### config.mk
export PLATFORM = sky130hd
export DESIGN_NAME = positional_insert_queue
export DESIGN_NICKNAME = d
export VERILOG_FILES = /design/src/sv/piq_pkg.sv /design/src/sv/positional_insert_queue.sv /design/src/sv/piq_ram.sv
export SDC_FILE = /design/constraint.sdc
export NUM_CORES = 2
export LEC_CHECK = 0
export BUFFER_PORTS_ARGS = -buffer_cell sky130_fd_sc_hd__buf_2
export CAP_MARGIN = 15
export CORE_ASPECT_RATIO = 1.75
export CORE_MARGIN = 3
export CORE_UTILIZATION = 48
export CTS_CLUSTER_SIZE = 16
export DETAILED_ROUTE_END_ITERATION = 10
export PLACE_DENSITY = 0.68
export SLEW_MARGIN = 30
export SYNTH_ARGS = -nofsm -noshare
export SYNTH_HDL_FRONTEND = slang
export SYNTH_SLANG_ARGS = --single-unit
### constraint.sdc
create_clock -name i_clk -period 18.4 [get_ports i_clk]
set_input_delay 0 -clock i_clk [delete_from_list [all_inputs] [get_ports i_clk]]
set_output_delay 0 -clock i_clk [all_outputs]
set_load 0.03 [all_outputs]
### src/sv/piq_pkg.sv
`default_nettype none

package piq_pkg;

    localparam int DEPTH     = 32;
    localparam int TAG_BYTES = 8;

    localparam int AW      = $clog2(DEPTH);
    localparam int CW      = $clog2(DEPTH + 1);
    localparam int KEY_W   = 32;
    localparam int TAG_W   = 64;
    localparam int POS_W   = 8;
    localparam int OCC_W   = 6;
    localparam int ENTRY_W = KEY_W + TAG_W;

    localparam logic [TAG_W-1:0] TAG_MASK = {TAG_W{1'b1}} >> (TAG_W - 8 * TAG_BYTES);

    localparam logic [1:0] CMD_APPEND  = 2'd0;
    localparam logic [1:0] CMD_INSERT  = 2'd1;
    localparam logic [1:0] CMD_DEQUEUE = 2'd2;

    localparam logic [1:0] ST_OK    = 2'd0;
    localparam logic [1:0] ST_FULL  = 2'd1;
    localparam logic [1:0] ST_EMPTY = 2'd2;

    typedef enum logic [2:0] {
        S_IDLE,
        S_SHIFT,
        S_DRAIN,
        S_PLACE,
        S_RESULT
    } t_state;

    // logical place behind the head to ring address, both below DEPTH
    function automatic logic [AW-1:0] phys_addr(input logic [AW-1:0] head,
                                                input logic [AW-1:0] idx);
        logic [AW:0] sum;
        sum = {1'b0, head} + {1'b0, idx};
        if (sum >= (AW+1)'(DEPTH)) begin
            sum = sum - (AW+1)'(DEPTH);
        end
        return sum[AW-1:0];
    endfunction

endpackage

`default_nettype wire

### src/sv/positional_insert_queue.sv
`default_nettype none

// Ordered queue of up to DEPTH entries (32-bit key, tag of TAG_BYTES bytes) kept
// as a ring in one single-port-write, single-port-read RAM with registered read
// data. Every transaction on the slave side gives exactly one transaction on
// the master side. Append, dequeue, full and empty cases and insert at the tail
// go from acceptance straight to the result state, which loads the output
// register; an insert in front of k held entries first moves them back one
// place each, then writes the new entry (shift, drain, place states). The RAM
// moves one entry back per cycle (read of one entry overlaps the write of the
// one before). A new transaction is accepted as soon as the previous result sits
// in the output register, even if that result is not yet taken; while a result
// waits for the master side the next result is held back. Commands other than
// append, insert and dequeue report ok and leave the queue unchanged.
module positional_insert_queue
    import piq_pkg::*;
(
    input  wire logic         i_clk,
    input  wire logic         i_rst_n,
    input  wire logic         i_s_axis_tvalid,
    output      logic         o_s_axis_tready,
    // entry_key[31:0], entry_tag[95:32], position[103:96]
    input  wire logic [103:0] i_s_axis_tdata,
    // command[1:0]
    input  wire logic [1:0]   i_s_axis_tuser,
    output      logic         o_m_axis_tvalid,
    input  wire logic         i_m_axis_tready,
    // out_key[31:0], out_tag[95:32], occupancy[101:96], is_empty[102], zero[103]
    output      logic [103:0] o_m_axis_tdata,
    // item_valid[0], status[2:1]
    output      logic [2:0]   o_m_axis_tuser
);

    t_state r_state, n_state;

    logic [CW-1:0]    r_count, n_count;
    logic [AW-1:0]    r_head, n_head;
    logic [CW-1:0]    r_src, n_src;
    logic [CW-1:0]    r_idx, n_idx;
    logic             r_pend, n_pend;
    logic [AW-1:0]    r_pend_addr, n_pend_addr;
    logic [KEY_W-1:0] r_key, n_key;
    logic [TAG_W-1:0] r_tag, n_tag;
    logic             r_res_valid, n_res_valid;
    logic [1:0]       r_res_status, n_res_status;
    logic             r_out_valid, n_out_valid;
    logic [103:0]     r_out_data, n_out_data;
    logic [2:0]       r_out_user, n_out_user;

    logic               ram_we;
    logic [AW-1:0]      ram_waddr;
    logic [ENTRY_W-1:0] ram_wdata;
    logic               ram_re;
    logic [AW-1:0]      ram_raddr;
    logic [ENTRY_W-1:0] ram_rdata;

    logic [1:0]       in_cmd;
    logic [KEY_W-1:0] in_key;
    logic [TAG_W-1:0] in_tag;
    logic [POS_W-1:0] in_pos;
    logic [15:0]      ins_idx;
    logic             in_xact;
    logic             out_free;
    logic [KEY_W-1:0] res_key;
    logic [TAG_W-1:0] res_tag;

    assign in_cmd = i_s_axis_tuser;
    assign in_key = i_s_axis_tdata[31:0];
    assign in_tag = i_s_axis_tdata[95:32] & TAG_MASK;
    assign in_pos = i_s_axis_tdata[103:96];

    assign o_s_axis_tready = (r_state == S_IDLE);
    assign in_xact         = i_s_axis_tvalid && o_s_axis_tready;
    assign out_free        = !r_out_valid || i_m_axis_tready;

    assign o_m_axis_tvalid = r_out_valid;
    assign o_m_axis_tdata  = r_out_data;
    assign o_m_axis_tuser  = r_out_user;

    // 0-based target slot, front for position 0 or 1, clipped to the tail; append always takes the tail
    always_comb begin
        ins_idx = (in_pos <= 8'd1) ? 16'd0 : 16'(in_pos) - 16'd1;
        if (in_cmd == CMD_APPEND || ins_idx > 16'(r_count)) begin
            ins_idx = 16'(r_count);
        end
    end

    assign res_key = r_res_valid ? ram_rdata[KEY_W-1:0] : '0;
    assign res_tag = r_res_valid ? ram_rdata[ENTRY_W-1:KEY_W] : '0;

    piq_ram #(
        .DEPTH(DEPTH),
        .AW   (AW),
        .DW   (ENTRY_W)
    ) u_ram (
        .i_clk  (i_clk),
        .i_we   (ram_we),
        .i_waddr(ram_waddr),
        .i_wdata(ram_wdata),
        .i_re   (ram_re),
        .i_raddr(ram_raddr),
        .o_rdata(ram_rdata)
    );

    always_comb begin
        n_state      = r_state;
        n_count      = r_count;
        n_head       = r_head;
        n_src        = r_src;
        n_idx        = r_idx;
        n_pend       = r_pend;
        n_pend_addr  = r_pend_addr;
        n_key        = r_key;
        n_tag        = r_tag;
        n_res_valid  = r_res_valid;
        n_res_status = r_res_status;
        n_out_valid  = r_out_valid && !i_m_axis_tready;
        n_out_data   = r_out_data;
        n_out_user   = r_out_user;
        ram_we       = 1'b0;
        ram_waddr    = r_pend_addr;
        ram_wdata    = ram_rdata;
        ram_re       = 1'b0;
        ram_raddr    = phys_addr(r_head, AW'(r_src));

        unique case (r_state)
            S_IDLE: begin
                if (in_xact) begin
                    n_res_valid  = 1'b0;
                    n_res_status = ST_OK;
                    n_state      = S_RESULT;
                    case (in_cmd) inside
                        CMD_APPEND, CMD_INSERT: begin
                            if (r_count == CW'(DEPTH)) begin
                                n_res_status = ST_FULL;
                            end else if (CW'(ins_idx) == r_count) begin
                                ram_we    = 1'b1;
                                ram_waddr = phys_addr(r_head, AW'(r_count));
                                ram_wdata = {in_tag, in_key};
                                n_count   = r_count + CW'(1);
                            end else begin
                                n_src   = r_count - CW'(1);
                                n_idx   = CW'(ins_idx);
                                n_key   = in_key;
                                n_tag   = in_tag;
                                n_pend  = 1'b0;
                                n_state = S_SHIFT;
                            end
                        end
                        CMD_DEQUEUE: begin
                            if (r_count == '0) begin
                                n_res_status = ST_EMPTY;
                            end else begin
                                ram_re      = 1'b1;
                                ram_raddr   = r_head;
                                n_head      = (r_head == AW'(DEPTH - 1)) ? '0 : r_head + AW'(1);
                                n_count     = r_count - CW'(1);
                                n_res_valid = 1'b1;
                            end
                        end
                        default: begin
                        end
                    endcase
                end
            end
            S_SHIFT: begin
                // read entry src while the entry read last cycle goes one place back
                ram_re      = 1'b1;
                ram_we      = r_pend;
                n_pend      = 1'b1;
                n_pend_addr = phys_addr(r_head, AW'(r_src + CW'(1)));
                if (r_src == r_idx) begin
                    n_state = S_DRAIN;
                end else begin
                    n_src = r_src - CW'(1);
                end
            end
            S_DRAIN: begin
                ram_we  = 1'b1;
                n_pend  = 1'b0;
                n_state = S_PLACE;
            end
            S_PLACE: begin
                ram_we    = 1'b1;
                ram_waddr = phys_addr(r_head, AW'(r_idx));
                ram_wdata = {r_tag, r_key};
                n_count   = r_count + CW'(1);
                n_state   = S_RESULT;
            end
            S_RESULT: begin
                if (out_free) begin
                    n_out_valid = 1'b1;
                    n_out_data  = {1'b0, (r_count == '0), OCC_W'(r_count), res_tag, res_key};
                    n_out_user  = {r_res_status, r_res_valid};
                    n_state     = S_IDLE;
                end
            end
            default: begin
                n_state = S_IDLE;
            end
        endcase
    end

    always_ff @(posedge i_clk) begin
        if (!i_rst_n) begin
            r_state     <= S_IDLE;
            r_count     <= '0;
            r_head      <= '0;
            r_pend      <= 1'b0;
            r_out_valid <= 1'b0;
        end else begin
            r_state     <= n_state;
            r_count     <= n_count;
            r_head      <= n_head;
            r_pend      <= n_pend;
            r_out_valid <= n_out_valid;
        end
    end

    always_ff @(posedge i_clk) begin
        r_src        <= n_src;
        r_idx        <= n_idx;
        r_pend_addr  <= n_pend_addr;
        r_key        <= n_key;
        r_tag        <= n_tag;
        r_res_valid  <= n_res_valid;
        r_res_status <= n_res_status;
        r_out_data   <= n_out_data;
        r_out_user   <= n_out_user;
    end

`ifndef ASSERT_OFF
    a_count_bound: assert property (@(posedge i_clk) disable iff (!i_rst_n)
        r_count <= CW'(DEPTH))
        else $error("occupancy above depth");

    a_place_room: assert property (@(posedge i_clk) disable iff (!i_rst_n)
        (r_state == S_PLACE) |-> (r_count < CW'(DEPTH)) && (r_idx < r_count))
        else $error("insert placed without room or past the tail");

    a_shift_range: assert property (@(posedge i_clk) disable iff (!i_rst_n)
        (r_state == S_SHIFT) |-> (r_src >= r_idx) && (r_src < r_count))
        else $error("shift source out of range");

    a_item_status: assert property (@(posedge i_clk) disable iff (!i_rst_n)
        (r_out_valid && r_out_user[0]) |-> (r_out_user[2:1] == ST_OK))
        else $error("dequeued entry reported with error status");
`endif

endmodule

`default_nettype wire

### src/sv/piq_ram.sv
`default_nettype none

module piq_ram #(
    parameter int DEPTH = 32,
    parameter int AW    = 5,
    parameter int DW    = 96
) (
    input  wire logic          i_clk,
    input  wire logic          i_we,
    input  wire logic [AW-1:0] i_waddr,
    input  wire logic [DW-1:0] i_wdata,
    input  wire logic          i_re,
    input  wire logic [AW-1:0] i_raddr,
    output      logic [DW-1:0] o_rdata
);

    logic [DW-1:0] r_mem [DEPTH];

    always_ff @(posedge i_clk) begin
        if (i_we) begin
            r_mem[i_waddr] <= i_wdata;
        end
    end

    always_ff @(posedge i_clk) begin
        if (i_re) begin
            o_rdata <= r_mem[i_raddr];
        end
    end

endmodule

`default_nettype wire
==> results.md <==
- Worst EP required: 18980 ps
- Slew HR: 22.5%
- Storage element area: 102000 sq um
- Post-synth net total: 7893
- Netlist cell types: 81
- DRT Pass-1 Iters: 6
- H-tree depth: 5
- CTS root buffer: clkbuf_16
- Setup Crit Path Kind: register to register
- Clock-pin slew on the worst setup and hold paths: 70 ps
- Status: completed
- Total grt overflow: 0
- Critical path, cell by cell: inv_1 -> ha_1 -> or4b_1 -> o211ai_2 -> buf_4 -> mux2_8 -> buf_12 -> buf_4 -> buf_4 -> buf_4 -> mux4_2 -> a22o_1 -> a211oi_1 -> nor4_1
- Final Max Tran Viols: 0
- Post-CTS Setup Inserts: 0
- Area of the multi-input gates: 28200 sq um
- Slew @ Worst Pin: 1160 ps
- Leading area contributor after synthesis: edfxtp_1
- Routability Congestion: 0.846
- Leakage power: 0.0486 uW
- Cts repair resizes: 0
- Unrepaired setup endpoints after global routing: no
- Synth Register Bits: 3406
- Number of CTS-inserted buffers: 305
- Synth top area share: 77.2%
- WL per Instance: 31.8 um
- Setup TNS: 0 ps
- Crit path max-delay family: buffers and inverters
- Remaining antenna violation count: 0
- Maximum clock insertion buffer count: 4
- Core footprint: 272000 sq um
- Largest driver fanout on the critical path: 121
- Total Routing Usage GR: 26.6%
- Die ar.: 281000 sq um
- Starting density of the core: 48.4%
- Maximum clock rate: 133 MHz
- Row count: 253
- Max-Cap Viols: 0
- Syn-to-layout area delta: 13.7%
- Number of DRC markers in iteration 0: 9565
- EDFF count, synth: 3390
- Hpwl dp: 191000 um
- Port bufs: 217
- Vias in the first global route: 76200
- Clk sinks: 3406
- Boundary pin count: 219
- IR Drop Worst-Case VDD: 0.0921 mV
- Worst Path Arrival: 8120 ps
- Initial antenna violation count: 17
- Most used flip-flop cell after synthesis: edfxtp_1
- Most common cell after layout, fill and taps aside: edfxtp_1
- Largest net degree at the start of global routing: 156
- Setup slack at placement: 10860 ps
- Count of final setup violators: 0
- Pwr/cell area: 116 nW/um^2
- Bufs and invs on worst path: 6
- Total length of routed wires: 381000 um
- Syn. warnings: 0
- Post-layout nets: 8302
- Most frequent cells in the layout: edfxtp_1, nand2_1, a21oi_1
- DIE WIDTH: 402 um
- Hold WC Path Type: primary input to register
- Main area contributors after synthesis: edfxtp_1, mux4_2, nand2_1
- CTS tree: yes
- Power Total: 17400 uW
- Die H: 699 um
- Top cell by count, worst path: buf_4
- Sequential share of the synthesized area: 77.5%
- First-pass GRT wire length: 544000 um
- Drt via density: 6.37
- Worst Skew: 68.8 ps
- Gate Count Post-Synth: 7749
- CP endpoint kind: register
- Drc violations: 0
- Worst-Skew Late Latency: 880 ps
- Fillers: 20700
- Slowest stage delay, CP: 820 ps
- Worst setup SP type: register
- Final min period: 7540 ps
- Total number of vias: 76300
- CP max-delay cell: buf_4
- Final hold slack: 64.0 ps
- Worst Slack Setup Final: 10860 ps
- Share of layout cells above drive strength 1: 14.9%
- Synthesized area: 132000 sq um
- FFs w/ async S/R, synth: 0%
- Avg Cell Area, Syn: 17.0 sq um
- Final period utilization: 41.0%
- Hold Fails Final Rpt: 0
==> per-stage QoR <==
stage | util (%) | std cells | area [sq um]
2_1_floorplan | - | 7749 | 132000
3_3_place_gp | 50.4 | 11200 | 137000
3_5_place_dp | 50.5 | 11200 | 137000
4_1_cts | 55.0 | 12000 | 150000
5_1_grt | 55.0 | 12000 | 150000
6_report | 55.0 | 12000 | 150000
==> final cells by class <==
type | instances | share of cell area [%]
clock inverter | 178 | 1.34
antenna | 4 | 0.00668
clock buffer | 366 | 5.39
inverter | 21 | 0.0526
tap | 3570 | 2.98
multi-input combinational | 3839 | 18.8
sequential | 3406 | 68.1
timing repair buffer | 585 | 3.27
==> routing by layer <==
layer  vias up  routed length [um]  share of wire [%]  global-route usage [%]
li1      31500                   -                  -                       -
met2      4492              192000                 50                    45.8
met1     39400              138000                 36                    34.0
met3       879               34700                9.1                    4.17
met5         -                  51              0.013                       0
met4         8               16300                4.3                    10.5
==> worst paths after layout <==
path	startpoint	slack, ps	cells past startpoint	endpoint
worst max-delay path	r_count[0]$_SDFFE_PN0P_	10860	14	u_ram.o_rdata[75]$_DFFE_PP_
worst min-delay path	i_rst_n	60	4	r_count[4]$_SDFFE_PN0P_
worst max register to register	r_count[0]$_SDFFE_PN0P_	10860	14	u_ram.o_rdata[75]$_DFFE_PP_
worst min register to register	r_res_status[0]$_SDFFCE_PP0P_	430	0	o_m_axis_tuser[1]$_DFFE_PP_
==> state kept, by name, summed over array words and instances (netlist names) <==
signal and cells:
r_state 3, r_count 6, r_idx 6, r_res_valid 1, r_src 6, r_head 5, o_m_axis_tvalid 1, r_tag 64
r_key 32, r_pend 1, r_pend_addr 5, r_res_status 2, o_m_axis_tdata 103, u_ram.r_mem 3072, u_ram.o_rdata 96, o_m_axis_tuser 3
==> tightest hold or removal path, stage by stage <==
cell	delay (ps)
dlygate4sd3_1	540
buf_2	200
nand4_1	110
nand2b_1	50
==> Yosys cell counts, types with 27 or more instances <==
master	instances
clkbuf_1	315
nand2_1	1399
mux4_2	284
mux2i_1	202
a22o_1	93
ha_1	30
a2111o_1	188
buf_2	112
nor4_1	108
edfxtp_1	3390
and2_1	100
a211oi_1	287
a21oi_1	694
nor2_1	35
o221ai_1	94
a22oi_1	96
buf_1	27
==> where the power goes <==
group	internal, uW	switching [uW]	leakage, uW
Sequential	8910	67.6	0.0308
Clock	3710	2840	0.00492
Combinational	521	1330	0.0129
==> kinds of logic (layout without fill, tap and decap cells) <==
group           after synthesis  in the layout  synth area share (%)
compound gates             1542           1542                  8.24
flops                      3406           3406                  77.5
xor+xnor                     34             34                 0.226
mux                         493            493                  6.45
fa+ha+maj                    34             34                 0.346
buf+inv                     504           1150                  1.64
simple gates               1735           1735                  5.63
other cells                   1              5               0.00284
==> what timing repair did <==
item / 4_1_cts / 5_1_grt
endpoints found under the setup margin: 0 / 0
endpoints found under the hold margin: 185 / 0
hold buffers: 214 / 0
Power figures use the tool's default switching activity.
